### config.mk
export PLATFORM = sky130hd
export DESIGN_NAME = rs485_frame_receiver_xor_check
export DESIGN_NICKNAME = d
export VERILOG_FILES = /design/src/rtl/rfrx_pkg.sv /design/src/rtl/rfrx_datapath.sv /design/src/rtl/rfrx_ctrl.sv /design/src/rtl/rs485_frame_receiver_xor_check.sv
export SDC_FILE = /design/constraint.sdc
export NUM_CORES = 1
export LEC_CHECK = 0
export BUFFER_PORTS_ARGS = -buffer_cell sky130_fd_sc_hd__buf_2
export CELL_PAD_IN_SITES_DETAIL_PLACEMENT = 2
export CELL_PAD_IN_SITES_GLOBAL_PLACEMENT = 2
export CORE_MARGIN = 2
export CORE_UTILIZATION = 43
export DETAILED_ROUTE_END_ITERATION = 10
export PLACE_DENSITY_LB_ADDON = 0.08
export SETUP_SLACK_MARGIN = 0.05
export SLEW_MARGIN = 0
export SYNTH_ARGS = -nofsm -noshare
export SYNTH_HDL_FRONTEND = slang
export SYNTH_SLANG_ARGS = --single-unit
### constraint.sdc
create_clock -name clk -period 3.22 [get_ports clk]
set_input_delay 0.322 -clock clk [delete_from_list [all_inputs] [get_ports clk]]
set_output_delay 0.322 -clock clk [all_outputs]
set_load 0.02 [all_outputs]
### src/rtl/rfrx_pkg.sv
// ---------------------------------------------------------------------------
// rfrx_pkg
// Shared types and constants for the serial frame receiver.
// ---------------------------------------------------------------------------
package rfrx_pkg;

  localparam int PAYLOAD_BYTES = 17;
  localparam int BODY_END      = 5 + PAYLOAD_BYTES;
  localparam int FRAME_LEN     = BODY_END + 2;
  localparam int CHECK_POS     = FRAME_LEN - 2;
  localparam int IDX_W         = $clog2(FRAME_LEN);
  localparam int FILL_W        = $clog2(FRAME_LEN + 1);
  localparam int POS_W         = 5;
  localparam int ADDR_W        = 4;

  typedef logic [7:0]        byte_t;
  typedef logic [IDX_W-1:0]  idx_t;
  typedef logic [FILL_W-1:0] fill_t;
  typedef logic [POS_W-1:0]  pos_t;

  // register index codes (byte address = 4 * index)
  typedef enum logic [1:0] {
    REG_START  = 2'd0,
    REG_HEADER = 2'd1,
    REG_END    = 2'd2,
    REG_NONE   = 2'd3
  } reg_idx_t;

  localparam byte_t START_RST  = 8'h02;
  localparam byte_t HEADER_RST = 8'h00;
  localparam byte_t END_RST    = 8'h03;

  typedef enum logic [3:0] {
    ST_START,
    ST_HEADER,
    ST_DEST,
    ST_SRC,
    ST_CMD,
    ST_DATA,
    ST_CHECK,
    ST_END,
    ST_REPLAY
  } state_t;

  typedef struct packed {
    byte_t start_byte;
    byte_t header_byte;
    byte_t end_byte;
  } cfg_t;

  typedef struct packed {
    logic clr;        // fill count, running XOR and read pointer to zero
    logic wr;         // store byte at fill count, advance it
    logic xor_load;   // running XOR := byte
    logic xor_acc;    // running XOR ^= byte
    logic chk_cap;    // capture checksum compare
    logic rd_inc;     // advance replay pointer
  } dp_cmd_t;

  typedef struct packed {
    logic match_start;
    logic match_header;
    logic match_end;
    logic body_last;
    logic rd_last;
  } dp_stat_t;

  function automatic pos_t to_pos(idx_t idx);
    logic [31:0] wide;
    wide = 32'(idx);
    return wide[POS_W-1:0];
  endfunction

endpackage

### src/rtl/rfrx_datapath.sv
// ---------------------------------------------------------------------------
// rfrx_datapath
// Frame store, fill count, running XOR, check flag and replay pointer.
// ---------------------------------------------------------------------------
module rfrx_datapath (
  input  logic              clk,
  input  logic              rst,
  input  rfrx_pkg::cfg_t    cfg,
  input  rfrx_pkg::byte_t   rx_byte,
  input  rfrx_pkg::dp_cmd_t cmd,
  output rfrx_pkg::dp_stat_t stat,
  output rfrx_pkg::byte_t   frame_byte,
  output rfrx_pkg::pos_t    byte_position,
  output logic              check_ok,
  output logic              last
);
  import rfrx_pkg::*;

  byte_t frame_store [FRAME_LEN];
  fill_t fill_count;
  byte_t running_xor;
  idx_t  rd_pos;
  logic  chk_ok;

  always_ff @(posedge clk) begin
    if (rst) begin
      fill_count  <= '0;
      running_xor <= '0;
      rd_pos      <= '0;
      chk_ok      <= 1'b0;
    end else begin
      if (cmd.clr) begin
        fill_count  <= '0;
        running_xor <= '0;
        rd_pos      <= '0;
      end else begin
        if (cmd.wr) begin
          fill_count <= fill_count + 1'b1;
        end
        if (cmd.xor_load) begin
          running_xor <= rx_byte;
        end else if (cmd.xor_acc) begin
          running_xor <= running_xor ^ rx_byte;
        end
        if (cmd.rd_inc) begin
          rd_pos <= rd_pos + 1'b1;
        end
      end
      // check byte lands at CHECK_POS, so compare on the way in
      if (cmd.chk_cap) begin
        chk_ok <= (running_xor == rx_byte);
      end
    end
  end

  // frame store, no reset
  always_ff @(posedge clk) begin
    if (cmd.wr && !cmd.clr) begin
      frame_store[fill_count[IDX_W-1:0]] <= rx_byte;
    end
  end

  assign stat.match_start  = (rx_byte == cfg.start_byte);
  assign stat.match_header = (rx_byte == cfg.header_byte);
  assign stat.match_end    = (rx_byte == cfg.end_byte);
  assign stat.body_last    = (fill_count == FILL_W'(BODY_END - 1));
  assign stat.rd_last      = (rd_pos == IDX_W'(FRAME_LEN - 1));

  assign frame_byte    = frame_store[rd_pos];
  assign byte_position = to_pos(rd_pos);
  assign check_ok      = chk_ok;
  assign last          = stat.rd_last;

endmodule

### src/rtl/rfrx_ctrl.sv
// ---------------------------------------------------------------------------
// rfrx_ctrl
// Frame sequencer: hunts, walks the frame fields, then drives replay.
// ---------------------------------------------------------------------------
module rfrx_ctrl (
  input  logic                clk,
  input  logic                rst,
  input  logic                in_valid,
  input  logic                command,
  input  logic                out_stall,
  input  rfrx_pkg::dp_stat_t  stat,
  output rfrx_pkg::dp_cmd_t   cmd,
  output logic                in_stall,
  output logic                out_valid
);
  import rfrx_pkg::*;

  state_t state, state_next;
  logic   take;
  logic   sent;

  always_ff @(posedge clk) begin
    if (rst) begin
      state <= ST_START;
    end else begin
      state <= state_next;
    end
  end

  assign in_stall  = (state == ST_REPLAY);
  assign out_valid = (state == ST_REPLAY);
  assign take      = in_valid && !in_stall;
  assign sent      = out_valid && !out_stall;

  always_comb begin
    state_next = state;
    cmd        = '0;
    if (take && command) begin
      // restart: drop any partial frame
      cmd.clr    = 1'b1;
      state_next = ST_START;
    end else begin
      unique case (state)
        ST_START: begin
          if (take && stat.match_start) begin
            cmd.wr     = 1'b1;
            state_next = ST_HEADER;
          end
        end
        ST_HEADER: begin
          if (take) begin
            if (stat.match_header) begin
              cmd.wr       = 1'b1;
              cmd.xor_load = 1'b1;
              state_next   = ST_DEST;
            end else begin
              cmd.clr    = 1'b1;
              state_next = ST_START;
            end
          end
        end
        ST_DEST, ST_SRC, ST_CMD: begin
          if (take) begin
            cmd.wr      = 1'b1;
            cmd.xor_acc = 1'b1;
            unique case (state)
              ST_DEST: state_next = ST_SRC;
              ST_SRC:  state_next = ST_CMD;
              default: state_next = ST_DATA;
            endcase
          end
        end
        ST_DATA: begin
          if (take) begin
            cmd.wr      = 1'b1;
            cmd.xor_acc = 1'b1;
            if (stat.body_last) begin
              state_next = ST_CHECK;
            end
          end
        end
        ST_CHECK: begin
          if (take) begin
            cmd.wr      = 1'b1;
            cmd.chk_cap = 1'b1;
            state_next  = ST_END;
          end
        end
        ST_END: begin
          if (take) begin
            if (stat.match_end) begin
              cmd.wr     = 1'b1;
              state_next = ST_REPLAY;
            end else begin
              cmd.clr    = 1'b1;
              state_next = ST_START;
            end
          end
        end
        ST_REPLAY: begin
          if (sent) begin
            if (stat.rd_last) begin
              cmd.clr    = 1'b1;
              state_next = ST_START;
            end else begin
              cmd.rd_inc = 1'b1;
            end
          end
        end
        default: begin
          state_next = ST_START;
        end
      endcase
    end
  end

endmodule

### src/rtl/rs485_frame_receiver_xor_check.sv
// ---------------------------------------------------------------------------
// rs485_frame_receiver_xor_check
// Serial frame receiver: start/header hunt, field capture, XOR check and
// replay of the stored frame as a run of words.
// ---------------------------------------------------------------------------
//
//  channel | handshake             | words
//  --------+-----------------------+--------------------------------------------
//  in      | in_valid / in_stall   | command, rx_byte
//  out     | out_valid / out_stall | frame_byte, byte_position, check_ok, last
//  cfg     | APB psel/penable      | start_byte @0x0, header_byte @0x4, end_byte @0x8
//
//  Received bytes are taken one per cycle while in_stall is low. An accepted end
//  byte starts a replay of FRAME_LEN (24) words from the register frame store,
//  one per cycle while out_stall stays low.
//  in_stall is high for the whole replay; out_stall holds the current word.
//  rst is synchronous: sequencer hunts, counters clear, registers take their
//  reset values. The frame store itself is not reset.
// ---------------------------------------------------------------------------
module rs485_frame_receiver_xor_check (
  input  logic                       clk,
  input  logic                       rst,
  // received byte channel
  input  logic                       in_valid,
  output logic                       in_stall,
  input  logic                       command,
  input  rfrx_pkg::byte_t            rx_byte,
  // replayed frame channel
  output logic                       out_valid,
  input  logic                       out_stall,
  output rfrx_pkg::byte_t            frame_byte,
  output rfrx_pkg::pos_t             byte_position,
  output logic                       check_ok,
  output logic                       last,
  // configuration
  input  logic                       psel,
  input  logic                       penable,
  input  logic                       pwrite,
  input  logic [rfrx_pkg::ADDR_W-1:0] paddr,
  input  logic [31:0]                pwdata,
  output logic [31:0]                prdata,
  output logic                       pready
);
  import rfrx_pkg::*;

  cfg_t     cfg;
  reg_idx_t reg_sel;
  logic     cfg_wr;
  dp_cmd_t  cmd;
  dp_stat_t stat;

  // word-aligned register map, low address bits ignored
  assign reg_sel = reg_idx_t'(paddr[3:2]);
  assign pready  = 1'b1;
  assign cfg_wr  = psel && penable && pwrite && pready;

  always_ff @(posedge clk) begin
    if (rst) begin
      cfg.start_byte  <= START_RST;
      cfg.header_byte <= HEADER_RST;
      cfg.end_byte    <= END_RST;
    end else if (cfg_wr) begin
      unique case (reg_sel)
        REG_START:  cfg.start_byte  <= pwdata[7:0];
        REG_HEADER: cfg.header_byte <= pwdata[7:0];
        REG_END:    cfg.end_byte    <= pwdata[7:0];
        default:    ;   // unmapped: write ignored
      endcase
    end
  end

  always_comb begin
    prdata = '0;
    unique case (reg_sel)
      REG_START:  prdata = {24'd0, cfg.start_byte};
      REG_HEADER: prdata = {24'd0, cfg.header_byte};
      REG_END:    prdata = {24'd0, cfg.end_byte};
      default:    prdata = '0;
    endcase
  end

  // sequencer: owns handshakes and frame phase
  rfrx_ctrl u_ctrl (
    .clk       (clk),
    .rst       (rst),
    .in_valid  (in_valid),
    .command   (command),
    .out_stall (out_stall),
    .stat      (stat),
    .cmd       (cmd),
    .in_stall  (in_stall),
    .out_valid (out_valid)
  );

  // store, XOR and replay pointer; output words read straight from the store,
  // which is frozen during replay so a stalled word holds
  rfrx_datapath u_dp (
    .clk           (clk),
    .rst           (rst),
    .cfg           (cfg),
    .rx_byte       (rx_byte),
    .cmd           (cmd),
    .stat          (stat),
    .frame_byte    (frame_byte),
    .byte_position (byte_position),
    .check_ok      (check_ok),
    .last          (last)
  );

endmodule
; ---- Word-level counts from Yosys, hierarchy flattened
; Memory sizes are Yosys's and may differ from the RTL's. A register that Yosys moved wholly into a read port is not among the register bits.
; Index checks and enable logic that the tools add are counted.
[word_totals]
inputBits = 52
wordCells = 99
ff_bits = 47
ram_bits = 192
output_inout_bits = 50
n_memories = 1
[op_classes]
bitwise = 1
addsub = 2
n_reduce_logical = 22
muxes = 40
n_eq_ne = 25
[mem_list]
columns = memory, words, width, rd, rd_ports_with_merged_regs, write_ports, line
row1 = u_dp.frame_store, 24, 8, 1, 1, 1, rfrx_datapath.sv:19  ; byte_t frame_store [FRAME_LEN];
[op_table]
columns = operator, n
row1 = $mux 4, 10
row2 = $eq 8x8->1, 4
row3 = $pmux 4 s7, 1
row4 = $pmux 8 s3, 1
row5 = $eq 4x3->1 const B, 4
row6 = $mux 1, 16
row7 = $mux 8, 2
row8 = $mux 5, 3
row9 = $ne 2x1->1 const B, 6
row10 = $add 5x1->5 const B, 2
row11 = $eq 5x5->1 const B, 2
row12 = $reduce_and 9->1, 1
row13 = $eq 4x2->1 const B, 2
row14 = $xor 8x8->8, 1
row15 = $logic_and 1x1->1, 7
row16 = $mux 2, 3
row17 = $ne 2x2->1 const B, 3
row18 = $pmux 3 s2, 1
row19 = $reduce_and 2->1, 3
row20 = $reduce_or 5->1, 1
row21 = $eq 4x1->1 const B, 1
row22 = $eq 4x4->1 const B, 1
row23 = $logic_not 4->1, 1
row24 = $pmux 1 s4, 1
row25 = 10 further kinds, 13

; ---- Logic depth before layout (Yosys ltp)
; Gate-level depths: netlist of the first run.
[logic_depth]
depth_word = 10
depth_mapped = 8
mapped_depth_nobuf = 8

; ---- Hierarchy
; From an unflattened synthesis of the first run, not the netlist that was laid out.
[unflattened]
cells_unflattened = 732
area_unflattened_um2 = 10715.3
[by_module_without_submodules]
columns = module, seq_area_each_um2, cells_each, area_per_inst_um2, instances
row1 = rfrx_datapath, 6246.0, 535, 8994.9, 1
row2 = rs485_frame_receiver_xor_check, 480.5, 148, 1375.1, 1
row3 = rfrx_ctrl, 80.1, 49, 345.3, 1

; ---- Least setup slack after synthesis of the first run
; No wires, ideal clock.
[synth_path]
kind = in2reg
from = input rx_byte[2]
to = memory u_dp.frame_store[2][0] in the netlist's numbering (enable)
setup_ps = 395
slack_ps = 422
cell_stages = 7
t_arrival_ps = 2403
t_required_ps = 2825
n_path_buf = 1
cell_sequence = buf_2 > xor2_1 > nor4_1 > nand4_1 > a31oi_4 > nand2_1 > nor4_1
[synth_via]
elab_chain_len = 9
word_cells_on_any_way = 19
cone_classes = eq/ne: 3 / mux: 13 / reduce/logical: 3
[synth_lines]
columns = element, line
row1 = from (decl), rs485_frame_receiver_xor_check.sv:27  ; input rfrx_pkg::byte_t rx_byte,
row2 = "$eq 8x8->1, on equally long branches", "rfrx_datapath.sv:65, rfrx_datapath.sv:64"
row3 = "$mux 1, on equally long branches", "rfrx_ctrl.sv:91, rfrx_ctrl.sv:52"
row4 = $mux 2 / $mux 3 (equally long branches), "rfrx_ctrl.sv:90, rfrx_ctrl.sv:51"
row5 = $pmux 1 s3, rfrx_ctrl.sv:43  ; unique case (state)
row6 = $mux 1, rfrx_ctrl.sv:38  ; if (take && command) begin
row7 = $logic_not 1->1, rfrx_datapath.sv:58  ; if (cmd.wr && !cmd.clr) begin
row8 = $logic_and 1x1->1 (*), rfrx_datapath.sv:58
row9 = $mux 1 (*), rfrx_datapath.sv:58
row10 = $mux 1 (not written as such) (*), rfrx_datapath.sv:59  ; frame_store[fill_count[IDX_W-1:0]] <= rx_byte;
row11 = to (decl), rfrx_datapath.sv:19
; Mark *: on every way between the ends. The rest lies on a longest branch, timed or not.

==> results.toml, run 1 <==
[cts]
h-tree-depth = 1
cts_buffers = 26
cts_tree = "yes"
cts.sinks = 244
cts_root_buf = "clkbuf_16"
hold_buffers = 0
clock_latency_ps = 550
cts.reportedPaths.clkPinSlew_ps = 60
clk_path_buf_depth = 3

[outcome]
status = "finished, final reports clean"

[drt]
num_vias = 6119
wire_per_inst_um = 26.0
drc_errors = 0
drt_wl_total_um = 28800
drtIter0Drc = 369
postRouteAntennaNets = 0
first_pass_iters = 4
via_per_inst = 5.52

[logic_synthesis]
synth_top_area_cell = "edfxtp_1"
ys.flop_type = "edfxtp_1"
synth.distinct_cells = 53
synth_top_area_frac = 0.548
yosys-top-cells-area = "edfxtp_1 (55%), mux4_2 (12%), dfxtp_1 (9.9%)"
synth_edf_count = 192
yosysWarnings = 0
synthArstFlopShare = 0
ys_seq_elements = 244
syn-cell-area_sq_um = 10500
synth.yosys.seq_area_share = 0.647
syn_inst = 689
synth.avg_cell_area_sq_um = 15.3

[worst_setup_path]
path_max_fanout = 16
r2r_cells = 8
critPathRequiredTime_ps = 2900
cp-start-kind = "register"
path_class = "reg2out"
arrival_ps = 2700
worst_setup_path_end_kind = "primary output"

[final_layout]
final_cell_mix = "edfxtp_1 (192), nor2_1 (60), mux4_2 (56)"
drive_gt1_frac = 0.259
num_antenna_cells = 0
layout.nets = 822
layout_commonest_cell = "edfxtp_1"
final_util = 0.502
area_growth_pct = 15.3

[grt]
overflow = 0
globalRouteTotalUtil = 0.229
antenna_found_initial = 0
grt_pass1_wl_um = 43700
grt_start_max_net_pins = 49
grt_pass1_vias = 6744

[sta]
finalCritPeriodShare = 0.938
fmax_mhz = 331
tightest_slew_ps = 1080
fin_setup_tns_ps = 0
final-setup-viol-count = 0
grt_setup_unrepaired = "no"
fin_crit_ps = 3020
slew_headroom = 0.277
drv_slew = 0
fin_skew_ps = 28.1
hold_slack_ps = 51.6
hold_viol_final = 0

[floorplanning]
core_area_sq_um = 24200
dieArea_sq_um = 25700
initial_core_util = 0.435
num_io_pins = 102
die_y_um = 160
std_cell_rows = 57
die_width_um = 160

[place]
gp_congestion = 0.819
place_hpwl_um = 19100
port_buffers = 50

[power_and_ir_drop]
powerDensity_nw_per_um2 = 559
power.total_mw = 6.78
ir_worst_vdd_mv = 0.315
p_leak_nw = 4.00

[hold_path]
holdPathStages = 2
worst_hold_path_type = "in2reg"

[run]
maxCapViolCount = 0
## final timing paths
kind	from	endpoint	slack (ps)
hold / removal	pwdata[0]	cfg[0]	50
setup / recovery	register	frame_byte[6]	200
hold reg to reg	cfg[10]	cfg[10]	490
setup reg to reg	cfg[18]	u_dp.frame_store[0][2]	520
## per-stage QoR
| stage | cells | cell area [sq um] | setup WS [ps] |
|---|---|---|---|
| floorplan | 712 | 10600 | 422 |
| detailed placement | 1059 | 11200 | 309 |
| finish | 1108 | 12100 | 201 |
| CTS | 1108 | 12100 | 180 |
| global placement | 1059 | 11200 | 413 |
| global route | 1108 | 12100 | 80.2 |
## critical path, cell delays in order (launching register included)
cell       delay, ps
dfxtp_4          390
bufbuf_16        340
mux4_2           530
mux4_2           470
nor2_1           170
a21oi_1           70
buf_2            190
## report_power, final
part,total (mW),internal (mW),switching [mW]
combinational,0.204,0.0473,0.156
sequential,3.40,3.39,0.00468
clock,3.18,1.91,1.27
total,6.78,5.35,1.43
## layer usage
metal | up-vias | GRT usage | share of wire
met1 | 3162 | 0.299 | 0.41
met4 | 0 | 0.0676 | 0.028
met3 | 48 | 0.0385 | 0.056
li1 | 2725 | - | -
met2 | 184 | 0.396 | 0.50
met5 | - | 0 | 0
## synthesized netlist by cell type, types with 8 or more instances
library cell  instances
buf_2                13
nor2_1               60
buf_4                31
nand3b_1             10
a21oi_1              18
xor2_1               27
mux2i_1              32
xnor2_1              12
nand3_1              21
nand4_1               8
mux4_2               56
inv_1                10
nand2_1              44
clkbuf_1             15
dfxtp_1              52
edfxtp_1            192
o21ai_0              10
## timing repair
action                                 CTS  global route
setup buffers                            1             0
resized for setup                        1             0
setup endpoints to repair                6             0
endpoints found under the hold margin    0             0
## kinds of logic (layout without fill, tap and decap cells)
group                      after synthesis  count (layout)  synth area share
AOI/OAI and AO/OA                       53              53            0.0344
xor gates and xnor gates                39              39            0.0325
muxes                                   89              89             0.151
buffers and inverters                   77             149            0.0427
DFF                                    244             244             0.647
and+or+nand+nor                        180             180            0.0853
adders and majority gates                5               5           0.00595
other                                    2              25          0.000714
## registers in the layout, indices dropped and copies added, names as in the netlist, named ones only
signal	flops
cfg	24
u_ctrl.state	4
u_dp.byte_position	5
u_dp.check_ok	1
u_dp.fill_count	5
u_dp.frame_store	192
u_dp.running_xor	8
## final cells by class
type | count | area, sq um
repair buffers | 92 | 623
clock inverters | 14 | 170
well taps | 324 | 405
fillers | 2266 | 12100
multi-input cells | 391 | 3350
clock buffers | 33 | 728
flip-flops and latches | 244 | 6810
inverters | 10 | 37.5
Note: power is estimated with default switching activity, not from simulation.
==> run 2: changes to the inputs <==
--- a/config.mk
+++ b/config.mk
@@ -9,11 +9,12 @@
 export CELL_PAD_IN_SITES_DETAIL_PLACEMENT = 2
 export CELL_PAD_IN_SITES_GLOBAL_PLACEMENT = 2
 export CORE_MARGIN = 2
-export CORE_UTILIZATION = 43
+export CORE_UTILIZATION = 42
 export DETAILED_ROUTE_END_ITERATION = 10
 export PLACE_DENSITY_LB_ADDON = 0.08
 export SETUP_SLACK_MARGIN = 0.05
 export SLEW_MARGIN = 0
 export SYNTH_ARGS = -nofsm -noshare
 export SYNTH_HDL_FRONTEND = slang
+export SYNTH_HIERARCHICAL = 1
 export SYNTH_SLANG_ARGS = --single-unit
==> results.toml, run 2 <==
[power_and_ir_drop]
powerDensity_nw_per_um2 = 530
p_sw_mw = 1.34
ir_worst_vdd_mv = 0.350
pwr-share-seq = 0.529
intPower_mw = 5.09
power.total_mw = 6.43
p_clk_frac = 0.441
power_frac_comb = 0.031
p_leak_nw = 4.10
switching_share = 0.209

[hold_path]
worst_hold_path_type = "in2reg"

[grt]
grt_pass1_wl_um = 43500
grt_pass1_vias = 7029
globalRouteTotalUtil = 0.219
overflow = 0
grt_start_max_net_pins = 39
antenna_found_initial = 2

[worst_setup_path]
path_class = "reg2out"
path_max_fanout = 16
critPathRequiredTime_ps = 2900
crit_family = "multiplexers"
crit_buf_inv = 1
cp-start-kind = "register"
crit_slowest_cell = "mux4_1"
slowest_delay_ps = 670
worst_setup_path_end_kind = "primary output"
cp_cell_sequence = "mux4_1, mux2_2, a22oi_1, o21ai_0, buf_2"
arrival_ps = 2660

[cts]
cts_root_buf = "clkbuf_16"
clock_latency_ps = 520
cts_tree = "yes"
clk_path_buf_depth = 3
h-tree-depth = 1
postCtsSetupBuffers = 0
cts_buffers = 26
cts.sinks = 244
cts.reportedPaths.clkPinSlew_ps = 60
hold_buffers = 0

[sta]
tightest_slew_ps = 917
fmax_mhz = 335
final-setup-viol-count = 0
finalCritPeriodShare = 0.926
setup_ws_ps = 237
fin_crit_ps = 2980
fin_skew_ps = 11.3
slew_headroom = 0.386
drv_slew = 0
grt_setup_unrepaired = "no"
fin_setup_tns_ps = 0
hold_viol_final = 0

[place]
place_hpwl_um = 19300
dp_slack_ps = 241
gp_congestion = 0.755
place_inst = 1110
port_buffers = 50

[logic_synthesis]
synth_edf_count = 192
syn-cell-area_sq_um = 10700
synth_top_area_frac = 0.538
ys_seq_elements = 244
synthArstFlopShare = 0
synth_top_area_cell = "edfxtp_1"
syn_inst = 732
synth.distinct_cells = 49
yosys-top-cells-area = "edfxtp_1 (54%), dfxtp_1 (9.7%), mux2i_1 (6.0%)"
yosysMostFrequentCell = "edfxtp_1"
synth.yosys.seq_area_share = 0.635
synth_commonest_cells = "edfxtp_1 (192), mux2i_1 (64), nor2_1 (54)"
ys.flop_type = "edfxtp_1"
yosysWarnings = 6
synth.avg_cell_area_sq_um = 14.6

[drt]
num_vias = 6233
drt_wl_total_um = 28600
postRouteAntennaNets = 0
drtIter0Drc = 359
wire_per_inst_um = 24.7
drc_errors = 0
via_per_inst = 5.38
first_pass_iters = 5

[final_layout]
fillerInstances = 2465
fin_cells = 1158
layout.nets = 865
drive_gt1_frac = 0.204
final_cell_mix = "edfxtp_1 (192), mux2i_1 (64), nor2_1 (54)"
area_growth_pct = 13.2
layout_commonest_cell = "edfxtp_1"
largest_reg_flops = 192

[floorplanning]
die_y_um = 164
num_io_pins = 102
core_area_sq_um = 25100
dieArea_sq_um = 26800
die_width_um = 164
initial_core_util = 0.427
std_cell_rows = 58

[outcome]
status = "finished, final reports clean"

[run]
maxCapViolCount = 0
-- run 2: cell types whose count changed after synthesis, sizes merged, moves of 10 or more --
cell,previous run,this run
mux2,1,12
mux2i,32,64
mux4,56,36
nand2b,2,31
nand3,21,11
o21ai,10,22
xnor2,12,27
xor2,27,15
-- run 2: cell type report --
class / instances / area (sq um) / share of cell area
sequential: 244 / 6820 / 0.562
tap: 330 / 413 / 0.0340
clock inverter: 7 / 57.6 / 0.00474
clock buffer: 40 / 734 / 0.0605
antenna: 1 / 2.50 / 0.000206
timing repair buffer: 93 / 577 / 0.0475
inverter: 6 / 22.5 / 0.00186
multi-input combinational: 437 / 3510 / 0.289
-- run 2: repair_timing --
item	CTS	global route
pin swaps	0	0
gates resized for setup	2	2
gates cloned	0	0
setup endpoints to repair	6	1
-- run 2: metal layers --
layer  wire length, um  track usage  share of wire  up-vias
met5                 0            0              0        -
met4               713       0.0610          0.025        0
met3              1070       0.0232          0.038       45
met2             14800        0.395           0.52      134
met1             11900        0.280           0.42     3230
li1                  -            -              -     2824
-- run 2: through the flow --
| step | utilization | area [sq um] | hold WS, ps |
|---|---|---|---|
| floorplan | - | 10800 | 391 |
| global placement | 0.451 | 11300 | 468 |
| detailed placement | 0.451 | 11300 | 474 |
| CTS | 0.483 | 12100 | 64.1 |
| global route | 0.483 | 12100 | 93.2 |
| finish | 0.483 | 12100 | 77.7 |
-- run 2: power by group through the flow --
stage,Sequential [mW],Clock [mW],Combinational (mW)
after CTS,3.40,2.88,0.201
after global placement,3.47,0,0.192
after global routing,3.40,3.00,0.216
after floorplan,3.47,0,0.125
after detailed placement,3.47,0,0.201
final,3.40,2.83,0.199
-- run 2: worst min-delay path: cells and delay by family --
family | cells | cell delay, ps
buf+inv | 1 | 110
simple gates | 1 | 60
mux | 1 | 60
-- run 2: cells by family after synthesis --
group,count (synthesis),synth area share
flip-flops,244,0.635
multiplexers,112,0.153
adder cells (fa/ha/maj),5,0.00584
other,2,0.000701
buffers and inverters,74,0.0453
AND/OR/NAND/NOR,198,0.0958
AO/OA/AOI/OAI,55,0.0295
XOR/XNOR,42,0.0343
-- run 2: path summary, 6_finish.rpt --
check,startpoint,end,slack [ps],cells past startpoint
setup / recovery,register,frame_byte[7],240,5
hold / removal,pwdata[1],cfg[9],80,3
setup reg to reg,cfg[9],u_dp/frame_store[1][0],450,11
hold reg to reg,u_dp/check_ok,u_dp/check_ok,500,2
==> run 3: changes to the inputs <==
--- a/config.mk
+++ b/config.mk
@@ -6,10 +6,8 @@
 export NUM_CORES = 1
 export LEC_CHECK = 0
 export BUFFER_PORTS_ARGS = -buffer_cell sky130_fd_sc_hd__buf_2
-export CELL_PAD_IN_SITES_DETAIL_PLACEMENT = 2
-export CELL_PAD_IN_SITES_GLOBAL_PLACEMENT = 2
 export CORE_MARGIN = 2
-export CORE_UTILIZATION = 42
+export CORE_UTILIZATION = 59
 export DETAILED_ROUTE_END_ITERATION = 10
 export PLACE_DENSITY_LB_ADDON = 0.08
 export SETUP_SLACK_MARGIN = 0.05
==> results.toml, run 3 (synthesized netlist as in run 2, its figures left out) <==
[sta]
hold_slack_ps = 73.3
fin_setup_tns_ps = 0
finalCritPeriodShare = 0.933
slew_headroom = 0.407
fin_crit_ps = 3010
fin_skew_ps = 24.1
tightest_slew_ps = 886
fmax_mhz = 333
hold_viol_final = 0
final-setup-viol-count = 0
grt_setup_unrepaired = "no"
drv_slew = 0

[worst_setup_path]
worst-r2r-setup-slack_ps = 600
reg2reg_from = "cfg[14]"
path_max_fanout = 13
r2r_end = "u_dp/frame_store[5][4]"
arrival_ps = 2680
cp-start-kind = "register"
r2r_cells = 11
path_class = "reg2out"
worst_setup_path_end_kind = "primary output"
critPathRequiredTime_ps = 2900

[cts]
cts.reportedPaths.clkPinSlew_ps = 60
h-tree-depth = 1
cts_tree = "yes"
cts_root_buf = "clkbuf_16"
clk_path_buf_depth = 3
clock_latency_ps = 530
cts.sinks = 244
postCtsSetupBuffers = 0
cts_buffers = 25

[power_and_ir_drop]
intPower_mw = 5.08
ir_worst_vdd_mv = 0.405
powerDensity_nw_per_um2 = 531
switching_share = 0.203
p_leak_nw = 4.10
pwr-share-seq = 0.534
power.total_mw = 6.37
p_sw_mw = 1.29
power_frac_comb = 0.029
p_clk_frac = 0.437

[drt]
wire_per_inst_um = 21.4
drtIter0Drc = 501
via_per_inst = 5.76
num_vias = 6059
drc_errors = 0
postRouteAntennaNets = 0
drt_wl_total_um = 22600
first_pass_iters = 5

[floorplanning]
die_y_um = 139
core_area_sq_um = 17900
initial_core_util = 0.599
die_width_um = 139
num_io_pins = 102
std_cell_rows = 49
dieArea_sq_um = 19300

[grt]
grt_start_max_net_pins = 39
antenna_found_initial = 0
grt_pass1_vias = 6393
overflow = 0
grt_pass1_wl_um = 35700
globalRouteTotalUtil = 0.239

[final_layout]
layout.nets = 862
largest_reg_flops = 192
num_antenna_cells = 0
final_util = 0.670
layout_commonest_cell = "edfxtp_1"
final_cell_mix = "edfxtp_1 (192), mux2i_1 (64), nor2_1 (54)"
drive_gt1_frac = 0.211
area_growth_pct = 12.0

[place]
place_hpwl_um = 15300
port_buffers = 50
gp_congestion = 0.859

[hold_path]
min_to = "cfg[9]"
worst_hold_path_type = "in2reg"
hp-start = "pwdata[1]"
holdPathStages = 3

[run]
maxCapViolCount = 0

[outcome]
status = "finished, final reports clean"
run 3: routing by layer:
layer | up-vias | routed length, um | share of wire | GRT usage
li1 | 2818 | - | - | -
met1 | 3025 | 9200 | 0.41 | 0.313
met2 | 180 | 11700 | 0.52 | 0.426
met3 | 36 | 1090 | 0.048 | 0.0290
met4 | 0 | 555 | 0.025 | 0.0675
met5 | - | 0 | 0 | 0
run 3: power by group through the flow:
| stage | registers, mW | clock network (mW) | logic (mW) |
|---|---|---|---|
| global route | 3.40 | 2.96 | 0.203 |
| detailed placement | 3.47 | 0 | 0.186 |
| global placement | 3.47 | 0 | 0.181 |
| finish | 3.40 | 2.78 | 0.187 |
| CTS | 3.40 | 2.83 | 0.187 |
| floorplan | 3.47 | 0 | 0.125 |
run 3: per-stage QoR:
stage,cell area (sq um),setup slack (ps),cells
after floorplan,10800,535,755
after global placement,11200,435,1007
after detailed placement,11200,389,1007
after CTS,12000,66.9,1052
after global routing,12000,93.5,1052
final,12000,215,1052
run 3: how the worst max path moves through the flow:
stage | from | end | slack (ps) | depth (start not counted)
floorplan | rx_byte[2] | u_dp/frame_store[11][0] | 530 | 10
CTS | register | frame_byte[4] | 70 | 6
global placement | rx_byte[0] | u_dp/frame_store[11][1] | 440 | 12
global route | register | frame_byte[6] | 90 | 6
detailed placement | rx_byte[0] | u_dp/frame_store[11][5] | 390 | 12
finish | register | frame_byte[6] | 210 | 6
run 3: cell type report:
cell class / count / area (sq um)
multi-input cells: 437 / 3510
repair buffers: 91 / 571
clock buffers: 30 / 664
fillers: 1257 / 5900
flip-flops and latches: 244 / 6810
clock inverters: 15 / 133
well taps: 229 / 287
inverters: 6 / 22.5
run 3: worst max-delay path: stages, from the launching register on:
cell and delay [ps]:
dfxtp_2 630, buf_4 320, mux4_2 330, mux2_4 280
a22oi_1 280, o21ai_1 130, buf_2 180
run 3: repair_timing:
action	4_1_cts	5_1_grt
endpoints found under the hold margin	0	0
resized for setup	0	2
hold buffers	0	0
endpoints found under the setup margin	0	3
